`src/hdl/bal_pkg.sv`:
```
// Shared constants and types for the battery average low alarm block.
package bal_pkg;

    localparam int WINDOW_DEF      = 10;
    localparam int SAMPLE_BITS_DEF = 12;

    localparam int MV_BITS    = 14;
    localparam int SCALE_BITS = 16;
    localparam int SCALE_FRAC = 16;
    localparam int CFG_DATA_BITS = 16;
    localparam int CFG_IDX_BITS  = 2;

    localparam logic [MV_BITS-1:0]    MV_MAX         = 14'd16383;
    localparam logic [MV_BITS-1:0]    THRESHOLD_RST  = 14'd8000;
    localparam logic [MV_BITS-1:0]    HYSTERESIS_RST = 14'd1000;
    localparam logic [SCALE_BITS-1:0] SCALE_RST      = 16'd24842;

    localparam logic [CFG_IDX_BITS-1:0] REG_LOW_THRESHOLD = 2'd0;
    localparam logic [CFG_IDX_BITS-1:0] REG_HYSTERESIS    = 2'd1;
    localparam logic [CFG_IDX_BITS-1:0] REG_SCALE         = 2'd2;

    typedef enum logic [1:0] {
        EVT_NONE  = 2'd0,
        EVT_SET   = 2'd1,
        EVT_CLEAR = 2'd2
    } event_t;

endpackage

```
`src/hdl/battery_average_low_alarm_core.sv`:
```
// Top level of the battery average low alarm: configuration registers and stage chain.
//
// Takes one converter word per cycle and returns one result word per cycle after the
// first. The first word after reset primes the averaging window and gives no result.
// Each accepted word passes in order: the window sum update registers at the
// accepting edge, then the Q16 scale multiply, then saturation and alarm compare,
// each ending in a register.
// Backpressure on the result side stalls the chain stage by stage; the input keeps
// accepting while any stage has room. Write the configuration registers only while
// the block is idle.
module battery_average_low_alarm_core import bal_pkg::*; #(
    parameter int WINDOW      = WINDOW_DEF,
    parameter int SAMPLE_BITS = SAMPLE_BITS_DEF
) (
    input  logic                     aclk,
    input  logic                     aresetn,
    input  logic                     cfg_wr_en,
    input  logic [CFG_IDX_BITS-1:0]  cfg_index,
    input  logic [CFG_DATA_BITS-1:0] cfg_wdata,
    input  logic                     s_valid,
    output logic                     s_ready,
    input  logic [SAMPLE_BITS-1:0]   s_sample,
    output logic                     m_valid,
    input  logic                     m_ready,
    output logic [MV_BITS-1:0]       m_voltage_mv,
    output logic                     m_alarm,
    output logic [1:0]               m_event_res
);

    localparam int SUM_BITS  = SAMPLE_BITS + $clog2(WINDOW);
    localparam int PROD_BITS = SUM_BITS + SCALE_BITS;

    logic [MV_BITS-1:0]    threshold_reg;
    logic [MV_BITS-1:0]    hysteresis_reg;
    logic [SCALE_BITS-1:0] scale_reg;
    logic [MV_BITS:0]      clear_limit;

    logic                  sum_valid, sum_ready;
    logic [SUM_BITS-1:0]   sum_value;
    logic                  prod_valid, prod_ready;
    logic [PROD_BITS-1:0]  prod_value;

    always_ff @(posedge aclk) begin
        if (!aresetn) begin
            threshold_reg  <= THRESHOLD_RST;
            hysteresis_reg <= HYSTERESIS_RST;
            scale_reg      <= SCALE_RST;
        end else if (cfg_wr_en) begin
            case (cfg_index)
                REG_LOW_THRESHOLD: threshold_reg  <= cfg_wdata[MV_BITS-1:0];
                REG_HYSTERESIS:    hysteresis_reg <= cfg_wdata[MV_BITS-1:0];
                REG_SCALE:         scale_reg      <= cfg_wdata[SCALE_BITS-1:0];
                default: begin
                end
            endcase
        end
    end

    assign clear_limit = {1'b0, threshold_reg} + {1'b0, hysteresis_reg};

    bal_window #(
        .WINDOW      (WINDOW),
        .SAMPLE_BITS (SAMPLE_BITS)
    ) u_window (
        .aclk      (aclk),
        .aresetn   (aresetn),
        .s_valid   (s_valid),
        .s_ready   (s_ready),
        .s_sample  (s_sample),
        .sum_valid (sum_valid),
        .sum_ready (sum_ready),
        .sum_value (sum_value)
    );

    bal_scale #(
        .SUM_BITS (SUM_BITS)
    ) u_scale (
        .aclk       (aclk),
        .aresetn    (aresetn),
        .scale_q16  (scale_reg),
        .sum_valid  (sum_valid),
        .sum_ready  (sum_ready),
        .sum_value  (sum_value),
        .prod_valid (prod_valid),
        .prod_ready (prod_ready),
        .prod_value (prod_value)
    );

    bal_alarm #(
        .PROD_BITS (PROD_BITS)
    ) u_alarm (
        .aclk             (aclk),
        .aresetn          (aresetn),
        .low_threshold_mv (threshold_reg),
        .clear_limit      (clear_limit),
        .prod_valid       (prod_valid),
        .prod_ready       (prod_ready),
        .prod_value       (prod_value),
        .m_valid          (m_valid),
        .m_ready          (m_ready),
        .m_voltage_mv     (m_voltage_mv),
        .m_alarm          (m_alarm),
        .m_event_res      (m_event_res)
    );

endmodule

```
`src/hdl/bal_window.sv`:
```
// Sample window: shift line of recent samples, running sum and priming.
module bal_window import bal_pkg::*; #(
    parameter int WINDOW      = WINDOW_DEF,
    parameter int SAMPLE_BITS = SAMPLE_BITS_DEF,
    localparam int SUM_BITS   = SAMPLE_BITS + $clog2(WINDOW)
) (
    input  logic                   aclk,
    input  logic                   aresetn,
    input  logic                   s_valid,
    output logic                   s_ready,
    input  logic [SAMPLE_BITS-1:0] s_sample,
    output logic                   sum_valid,
    input  logic                   sum_ready,
    output logic [SUM_BITS-1:0]    sum_value
);

    logic [SAMPLE_BITS-1:0] ring_reg [WINDOW];
    logic [SUM_BITS-1:0]    sum_reg, sum_next;
    logic                   primed_reg;
    logic                   valid_reg, valid_next;
    logic                   accept;

    assign s_ready   = !valid_reg || sum_ready;
    assign accept    = s_valid && s_ready;
    assign sum_valid = valid_reg;
    assign sum_value = sum_reg;

    always_comb begin
        if (primed_reg) begin
            sum_next = sum_reg - SUM_BITS'(ring_reg[WINDOW-1]) + SUM_BITS'(s_sample);
        end else begin
            sum_next = SUM_BITS'(s_sample) * SUM_BITS'(WINDOW);
        end
        if (accept) begin
            valid_next = primed_reg;
        end else begin
            valid_next = valid_reg && !sum_ready;
        end
    end

    always_ff @(posedge aclk) begin
        if (!aresetn) begin
            sum_reg    <= '0;
            primed_reg <= 1'b0;
            valid_reg  <= 1'b0;
        end else begin
            valid_reg <= valid_next;
            if (accept) begin
                sum_reg    <= sum_next;
                primed_reg <= 1'b1;
            end
        end
    end

    // fill every slot on the priming word, otherwise advance the line
    always_ff @(posedge aclk) begin
        if (accept) begin
            ring_reg[0] <= s_sample;
            for (int i = 1; i < WINDOW; i++) begin
                ring_reg[i] <= primed_reg ? ring_reg[i-1] : s_sample;
            end
        end
    end

endmodule

```
`src/hdl/bal_scale.sv`:
```
// Scale stage: multiply the window sum by the Q16 millivolt factor.
module bal_scale import bal_pkg::*; #(
    parameter int SUM_BITS   = SAMPLE_BITS_DEF + $clog2(WINDOW_DEF),
    localparam int PROD_BITS = SUM_BITS + SCALE_BITS
) (
    input  logic                  aclk,
    input  logic                  aresetn,
    input  logic [SCALE_BITS-1:0] scale_q16,
    input  logic                  sum_valid,
    output logic                  sum_ready,
    input  logic [SUM_BITS-1:0]   sum_value,
    output logic                  prod_valid,
    input  logic                  prod_ready,
    output logic [PROD_BITS-1:0]  prod_value
);

    logic [PROD_BITS-1:0] prod_reg;
    logic                 valid_reg;
    logic                 accept;

    assign sum_ready  = !valid_reg || prod_ready;
    assign accept     = sum_valid && sum_ready;
    assign prod_valid = valid_reg;
    assign prod_value = prod_reg;

    always_ff @(posedge aclk) begin
        if (!aresetn) begin
            valid_reg <= 1'b0;
        end else if (sum_ready) begin
            valid_reg <= sum_valid;
        end
    end

    always_ff @(posedge aclk) begin
        if (accept) begin
            prod_reg <= PROD_BITS'(sum_value) * PROD_BITS'(scale_q16);
        end
    end

endmodule

```
`src/hdl/bal_alarm.sv`:
```
// Result stage: saturate to millivolts, run the hysteresis alarm, hold the result word.
module bal_alarm import bal_pkg::*; #(
    parameter int PROD_BITS = SAMPLE_BITS_DEF + $clog2(WINDOW_DEF) + SCALE_BITS,
    localparam int HI_BITS  = PROD_BITS - SCALE_FRAC,
    localparam int CMP_BITS = HI_BITS + MV_BITS
) (
    input  logic                 aclk,
    input  logic                 aresetn,
    input  logic [MV_BITS-1:0]   low_threshold_mv,
    input  logic [MV_BITS:0]     clear_limit,
    input  logic                 prod_valid,
    output logic                 prod_ready,
    input  logic [PROD_BITS-1:0] prod_value,
    output logic                 m_valid,
    input  logic                 m_ready,
    output logic [MV_BITS-1:0]   m_voltage_mv,
    output logic                 m_alarm,
    output logic [1:0]           m_event_res
);

    logic [MV_BITS-1:0] mv_reg, mv_next;
    logic               alarm_reg, alarm_next;
    event_t             event_reg, event_next;
    logic               valid_reg;
    logic               accept;
    logic [HI_BITS-1:0] hi;

    assign prod_ready   = !valid_reg || m_ready;
    assign accept       = prod_valid && prod_ready;
    assign m_valid      = valid_reg;
    assign m_voltage_mv = mv_reg;
    assign m_alarm      = alarm_reg;
    assign m_event_res  = event_reg;
    assign hi           = prod_value[PROD_BITS-1:SCALE_FRAC];

    always_comb begin
        if (CMP_BITS'(hi) > CMP_BITS'(MV_MAX)) begin
            mv_next = MV_MAX;
        end else begin
            mv_next = MV_BITS'(hi);
        end
        alarm_next = alarm_reg;
        event_next = EVT_NONE;
        if (mv_next < low_threshold_mv && !alarm_reg) begin
            alarm_next = 1'b1;
            event_next = EVT_SET;
        end else if ({1'b0, mv_next} > clear_limit && alarm_reg) begin
            alarm_next = 1'b0;
            event_next = EVT_CLEAR;
        end
    end

    always_ff @(posedge aclk) begin
        if (!aresetn) begin
            valid_reg <= 1'b0;
            alarm_reg <= 1'b0;
        end else begin
            if (prod_ready) begin
                valid_reg <= prod_valid;
            end
            if (accept) begin
                alarm_reg <= alarm_next;
            end
        end
    end

    always_ff @(posedge aclk) begin
        if (accept) begin
            mv_reg    <= mv_next;
            event_reg <= event_next;
        end
    end

endmodule

```
`config.mk`:
```
export PLATFORM = sky130hd
export DESIGN_NAME = battery_average_low_alarm_core
export DESIGN_NICKNAME = d
export VERILOG_FILES = /design/src/hdl/bal_pkg.sv /design/src/hdl/battery_average_low_alarm_core.sv /design/src/hdl/bal_window.sv /design/src/hdl/bal_scale.sv /design/src/hdl/bal_alarm.sv
export SDC_FILE = /design/constraint.sdc
export NUM_CORES = 1
export LEC_CHECK = 0
export ABC_AREA = 1
export BUFFER_PORTS_ARGS = -buffer_cell sky130_fd_sc_hd__buf_2
export CORE_MARGIN = 5
export CORE_UTILIZATION = 35
export CTS_BUF_LIST = sky130_fd_sc_hd__clkbuf_2
export CTS_CLUSTER_SIZE = 20
export DETAILED_ROUTE_END_ITERATION = 8
export PLACE_DENSITY_LB_ADDON = 0.2
export SETUP_SLACK_MARGIN = 0.15
export SLEW_MARGIN = 10
export SYNTH_ARGS = -nofsm -noshare
export SYNTH_HDL_FRONTEND = slang
export SYNTH_SLANG_ARGS = --single-unit
export TNS_END_PERCENT = 30
```
`constraint.sdc`:
```
create_clock -name aclk -period 9.7 [get_ports aclk]
set_input_delay 0.97 -clock aclk [delete_from_list [all_inputs] [get_ports aclk]]
set_output_delay 0.97 -clock aclk [all_outputs]
set_load 0.02 [all_outputs]
```
==> impl_metrics.json, run 1 <==
{
  "leakagePower_nw": 11.11,
  "cp.arrival_ns": 6.95,
  "nNetsFinal": 2825,
  "min_from": "cfg_wdata[3]",
  "ant_nets": 0,
  "hold_viol_final": 0,
  "syn2layout_area_growth_pct": 7.419,
  "grtUsageMet3_pct": 2.628,
  "die_x_um": 247.4,
  "syn_area_um2": 19730,
  "placed_area_um2": 20670,
  "gr-total-overflow": 0,
  "drt-pass1-iter-count": 5,
  "path_class": "reg -> reg",
  "setup_viol_count_final": 0,
  "ys_ff_latch": 217,
  "place.port_buffers": 53,
  "finalInstanceArea_um2": 21200,
  "startpoint": "u_window.sum_value[7]$_SDFFE_PN0P_",
  "rsz0062_at_grt": "false",
  "n_fill_cell": 5876,
  "fmax_mhz": 161.0,
  "clock_path_buffers": 3,
  "critPathMaxFanout": 18,
  "post_cts_buffers": 0,
  "initial_core_util_pct": 35.13,
  "drv_cap": 0,
  "place_hpwl_mm": 38.21,
  "gp_congestion": 0.8831,
  "drt_iter0_drc": 742,
  "worst-path-buf-inv": 5,
  "ys_seq_area_share_pct": 29.73,
  "required_ns": 10.44,
  "ir_worst_vdd_v": 0.00008607,
  "slew_violations": 0,
  "track_usage_pct": 17.06,
  "slew_headroom_pct": 21.11,
  "use_met1_pct": 22.15,
  "critPathLaunchType": "flop",
  "route.detailed.drc": 0,
  "clkTransAtPathRegs_ns": 0.10,
  "clock_sinks": 217,
  "cts_tree": "done",
  "final_common_cell": "nand2_1",
  "finalCritPeriodShare_pct": 64.04,
  "vias": 15170,
  "status": "completed",
  "clk_latency_ns": 0.96,
  "ctsRootBufferMaster": "clkbuf_2",
  "reg2reg_from": "u_window.sum_value[7]$_SDFFE_PN0P_",
  "finalSetupTns_ns": 0,
  "async_reset_ff_share_pct": 0,
  "utilization_pct": 37.74,
  "netlist_instances": 2373,
  "routedWlPerCell_um": 15.83,
  "hold_buffers": 0,
  "synth_warnings": 0,
  "die-area_um2": 61230,
  "htree_levels": 2,
  "via_per_inst": 4.729,
  "wl_mm": 50.79,
  "syn_area_per_cell_um2": 8.315,
  "grt_pass1_vias": 16130,
  "core_um2": 56170,
  "ys.flop_type": "edfxtp_1",
  "power-per-cell-area_nw_per_um2": 145.4,
  "ios": 54,
  "layout_common_cells": "nand2_1, inv_1, fa_1",
  "synth_nets": 2793,
  "path_cells": "nand2_1 > fa_1 > inv_1 > fa_1 > inv_1 > fa_1 > inv_1 > fa_1 > fa_1 > inv_1 > fa_1 > inv_1 > ha_1 > a21oi_1 > o21ai_0 > a21oi_1 > nor3_1 > nor3_1 > nand2_1 > nand2_1 > nand2_1",
  "drive_gt1_share_pct": 8.082,
  "worstMarginPinSlew_ns": 1.183,
  "grt_first_pass_wirelength_mm": 83.78,
  "met2_usage_pct": 28.88,
  "worst_hold_path_type": "in -> reg",
  "crit_slowest_cell": "dfxtp_1",
  "path_delay_family": "adder cells",
  "crit_path_frequent_cell": "fa_1",
  "grt-busiest-layer": "met2",
  "grt_max_degree": 89,
  "critPathMaxStageDelay_ns": 0.98,
  "synth_cell_types": 49,
  "grt_antenna_before_repair": 2,
  "num_rows": 87,
  "numCtsBuffers": 59,
  "die_h_um": 247.4,
  "fin_worst_skew_ns": 0.06467,
  "ctsResizeCount": 0,
  "largest_register_ffs": 120,
  "cp-end-kind": "flop",
  "synth_edf_count": 152,
  "min_period_ns": 6.212
}
metal layers:
layer | wire, µm | up-vias
met4 | 1616 | 0
met5 | 0 | -
met1 | 22820 | 7331
met2 | 23770 | 347
met3 | 2583 | 93
li1 | - | 7401
through the flow:
step	hold WS [ns]	std cells	setup slack (ns)	total power [mW]
floorplan	0.4329	2373	4.216	2.095
global placement	0.4460	3100	3.585	2.457
detailed placement	0.4559	3100	3.457	2.464
CTS	0.05398	3206	3.498	3.146
global route	0.1638	3208	3.085	3.382
finish	0.2489	3208	3.488	3.082
worst reg2reg max path: stages (launching register included):
cell and delay [ns]:
dfxtp_1 0.98, nand2_1 0.20, fa_1 0.59, inv_1 0.06
fa_1 0.50, inv_1 0.06, fa_1 0.54, inv_1 0.05
fa_1 0.47, fa_1 0.50, inv_1 0.05, fa_1 0.48
inv_1 0.06, ha_1 0.31, a21oi_1 0.25, o21ai_0 0.21
a21oi_1 0.26, nor3_1 0.08, nor3_1 0.21, nand2_1 0.09
nand2_1 0.06, nand2_1 0.04
cells by family after synthesis:
family | share of synthesized area (%)
AO/OA/AOI/OAI | 6.772
adder cells (fa/ha/maj) | 32.29
XOR/XNOR | 1.376
AND/OR/NAND/NOR | 18.55
buffers and inverters | 11.29
flip-flops | 29.73
cell usage after synthesis (3+ instances only):
library cell  count  area share [%]
inv_2             3           0.057
ha_1            178              11
o21ai_0          66             1.7
nand3_1          57             1.4
nand2_2           3           0.095
nor3_1           16            0.41
o221ai_1          3            0.13
a221oi_1          3            0.13
o21bai_1          8            0.30
xnor2_1          11            0.49
inv_1           489             9.3
nor2_1           89             1.7
buf_1             4           0.076
buf_2             5            0.13
xor2_1           20            0.89
fa_1            207              21
o21ai_2           3            0.13
dfxtp_1          65             6.6
edfxtp_1        152              23
a31oi_1           9            0.29
nand3b_1          3            0.11
a21o_1            9            0.34
o21ai_1           5            0.13
a21oi_1         114             2.9
o21a_1            3            0.11
nand4_1          10            0.32
nand2_1         709              13
o211ai_1          7            0.27
clkbuf_1         83             1.6
or2_2            15            0.48
worst paths after layout:
| check | to | slack [ns] | cells past startpoint |
|---|---|---|---|
| worst max-delay path | u_scale.prod_value[27]$_DFFE_PP_ | 3.49 | 21 |
| worst min-delay path | scale_reg[3]$_SDFFE_PN1P_ | 0.25 | 3 |
| worst max register to register | u_scale.prod_value[27]$_DFFE_PP_ | 3.49 | 21 |
| worst min register to register | u_window.ring_reg[1][1]$_DFFE_PP_ | 0.46 | 2 |
power by group:
part           total (mW)  switching [mW]  internal (mW)  leakage, nW
clock               0.644           0.393          0.251        0.414
combinational        1.27           0.802          0.466         8.68
sequential           1.17          0.0866           1.08         2.02
final cells by class:
type,instances,area (µm²),share of cell area (%)
Sequential cell,217,5869,27.69
Timing Repair Buffer,66,362.8,1.712
Tap cell,756,945.9,4.463
Clock inverter,13,52.55,0.2479
Multi-Input combinational cell,1568,11640,54.93
Antenna cell,2,5.005,0.02361
Clock buffer,93,465.4,2.196
Inverter,493,1853,8.742
Power figures use the tool's default switching activity.
==> run 2: changes to the inputs <==
==> constraint.sdc (replaced) <==
create_clock -name aclk -period 6.5 [get_ports aclk]
set_input_delay 0.65 -clock aclk [delete_from_list [all_inputs] [get_ports aclk]]
set_output_delay 0.65 -clock aclk [all_outputs]
set_load 0.02 [all_outputs]
==> run 2 against run 1 <==
Net effect:
- count of clock-buffer cells in the layout decreased by 3
- critical endpoint is now u_scale.prod_value[26]$_DFFE_PP_
- clock power is 61% higher
- die area stayed put
- via count up 0.74%
==> impl_metrics.json, run 2 (synthesis results as in run 1) <==
{
  "grt_max_degree": 66,
  "finalCritPeriodShare_pct": 92.14,
  "utilization_pct": 38.70,
  "worst_hold_path_type": "in -> reg",
  "via_per_inst": 4.676,
  "path_class": "reg -> reg",
  "cts_tree": "done",
  "report.power.total_mw": 4.704,
  "rsz0062_at_grt": "false",
  "htree_levels": 2,
  "ctsRootBufferMaster": "clkbuf_2",
  "nNetsFinal": 2883,
  "syn2layout_area_growth_pct": 10.15,
  "die_x_um": 247.4,
  "die-area_um2": 61230,
  "gr-total-overflow": 0,
  "fin_worst_skew_ns": 0.07309,
  "drv_cap": 0,
  "track_usage_pct": 17.69,
  "die_h_um": 247.4,
  "power-per-cell-area_nw_per_um2": 216.4,
  "place.port_buffers": 53,
  "cp.arrival_ns": 6.78,
  "numCtsBuffers": 61,
  "ios": 54,
  "num_rows": 87,
  "cp-end-kind": "flop",
  "final_common_cell": "nand2_1",
  "wl_mm": 52.63,
  "required_ns": 7.29,
  "leakagePower_nw": 11.39,
  "n_fill_cell": 5896,
  "critPathLaunchType": "flop",
  "grt_first_pass_wirelength_mm": 86.12,
  "critPathMaxFanout": 16,
  "drt_iter0_drc": 816,
  "slew_headroom_pct": 21.74,
  "grt_pass1_vias": 16150,
  "drive_gt1_share_pct": 8.964,
  "hold_buffers": 29,
  "setup_viol_count_final": 0,
  "core_um2": 56170,
  "place_hpwl_mm": 40.63,
  "hold_viol_final": 0,
  "worstMarginPinSlew_ns": 1.174,
  "clock_sinks": 217,
  "layout_common_cells": "nand2_1, inv_1, fa_1",
  "drt-pass1-iter-count": 8,
  "gp_congestion": 0.9167,
  "post_cts_buffers": 0,
  "status": "completed",
  "ir_worst_vdd_v": 0.0001256,
  "fmax_mhz": 167.0,
  "clk_latency_ns": 1.04,
  "initial_core_util_pct": 35.13,
  "layout.cells.non_filler": 3269,
  "clock_path_buffers": 3,
  "ant_nets": 0,
  "ctsResizeCount": 0,
  "slew_violations": 0,
  "finalSetupTns_ns": 0,
  "place_inst": 3127,
  "vias": 15290,
  "clkTransAtPathRegs_ns": 0.10,
  "min_period_ns": 5.989,
  "grt_antenna_before_repair": 2,
  "routedWlPerCell_um": 16.10,
  "route.detailed.drc": 0,
  "largest_register_ffs": 120
}
-- run 2: final cells by class --
cell class | instances | area [µm²] | share of cell area (%)
Clock buffer | 90 | 450.4 | 2.072
Tap cell | 756 | 945.9 | 4.352
Clock inverter | 20 | 111.4 | 0.5123
Inverter | 493 | 1853 | 8.525
Antenna cell | 3 | 7.507 | 0.03454
Sequential cell | 217 | 5869 | 27.00
Multi-Input combinational cell | 1568 | 11640 | 53.56
Timing Repair Buffer | 122 | 855.8 | 3.937
-- run 2: metrics by stage --
step	hold WS, ns	worst slack, ns	cell area [µm²]
floorplan	0.4329	1.016	19730
global placement	0.4506	0.5034	20880
detailed placement	0.4582	0.5165	20880
CTS	0.01452	0.4715	21730
global route	0.05185	0.1739	21740
finish	0.1413	0.5111	21740
-- run 2: path summary, 6_finish.rpt --
kind,startpoint,to,slack (ns),cells past startpoint
setup reg to reg,scale_reg[1]$_SDFFE_PN1P_,u_scale.prod_value[26]$_DFFE_PP_,0.51,19
setup / recovery,scale_reg[1]$_SDFFE_PN1P_,u_scale.prod_value[26]$_DFFE_PP_,0.51,19
hold / removal,cfg_index[0],threshold_reg[6]$_SDFFE_PN1P_,0.14,4
hold reg to reg,hysteresis_reg[5]$_SDFFE_PN1P_,hysteresis_reg[5]$_SDFFE_PN1P_,0.49,2
-- run 2: worst max-delay path: stages, from the launching register on --
cell	delay (ns)
dfxtp_1	0.89
nand2_1	0.19
fa_1	0.54
fa_1	0.57
fa_1	0.44
fa_1	0.54
inv_1	0.05
fa_1	0.47
inv_1	0.05
fa_1	0.48
inv_1	0.04
ha_1	0.30
a21oi_1	0.17
o21ai_0	0.18
nand2_1	0.12
nand2_1	0.05
a221oi_1	0.42
nand2_1	0.10
nand2_1	0.08
nand2_1	0.05
-- run 2: where the power goes --
part | switching (mW) | internal (mW)
logic | 1.23 | 0.719
registers | 0.100 | 1.62
clock network | 0.624 | 0.413
total | 1.96 | 2.75
-- run 2: routing by layer --
| layer | GRT usage, % | up-vias | wire (µm) |
|---|---|---|---|
| li1 | - | 7520 | - |
| met1 | 22.89 | 7326 | 23450 |
| met2 | 30.16 | 349 | 24680 |
| met3 | 3.145 | 90 | 2812 |
| met4 | 5.793 | 0 | 1681 |
| met5 | 0 | - | 0 |
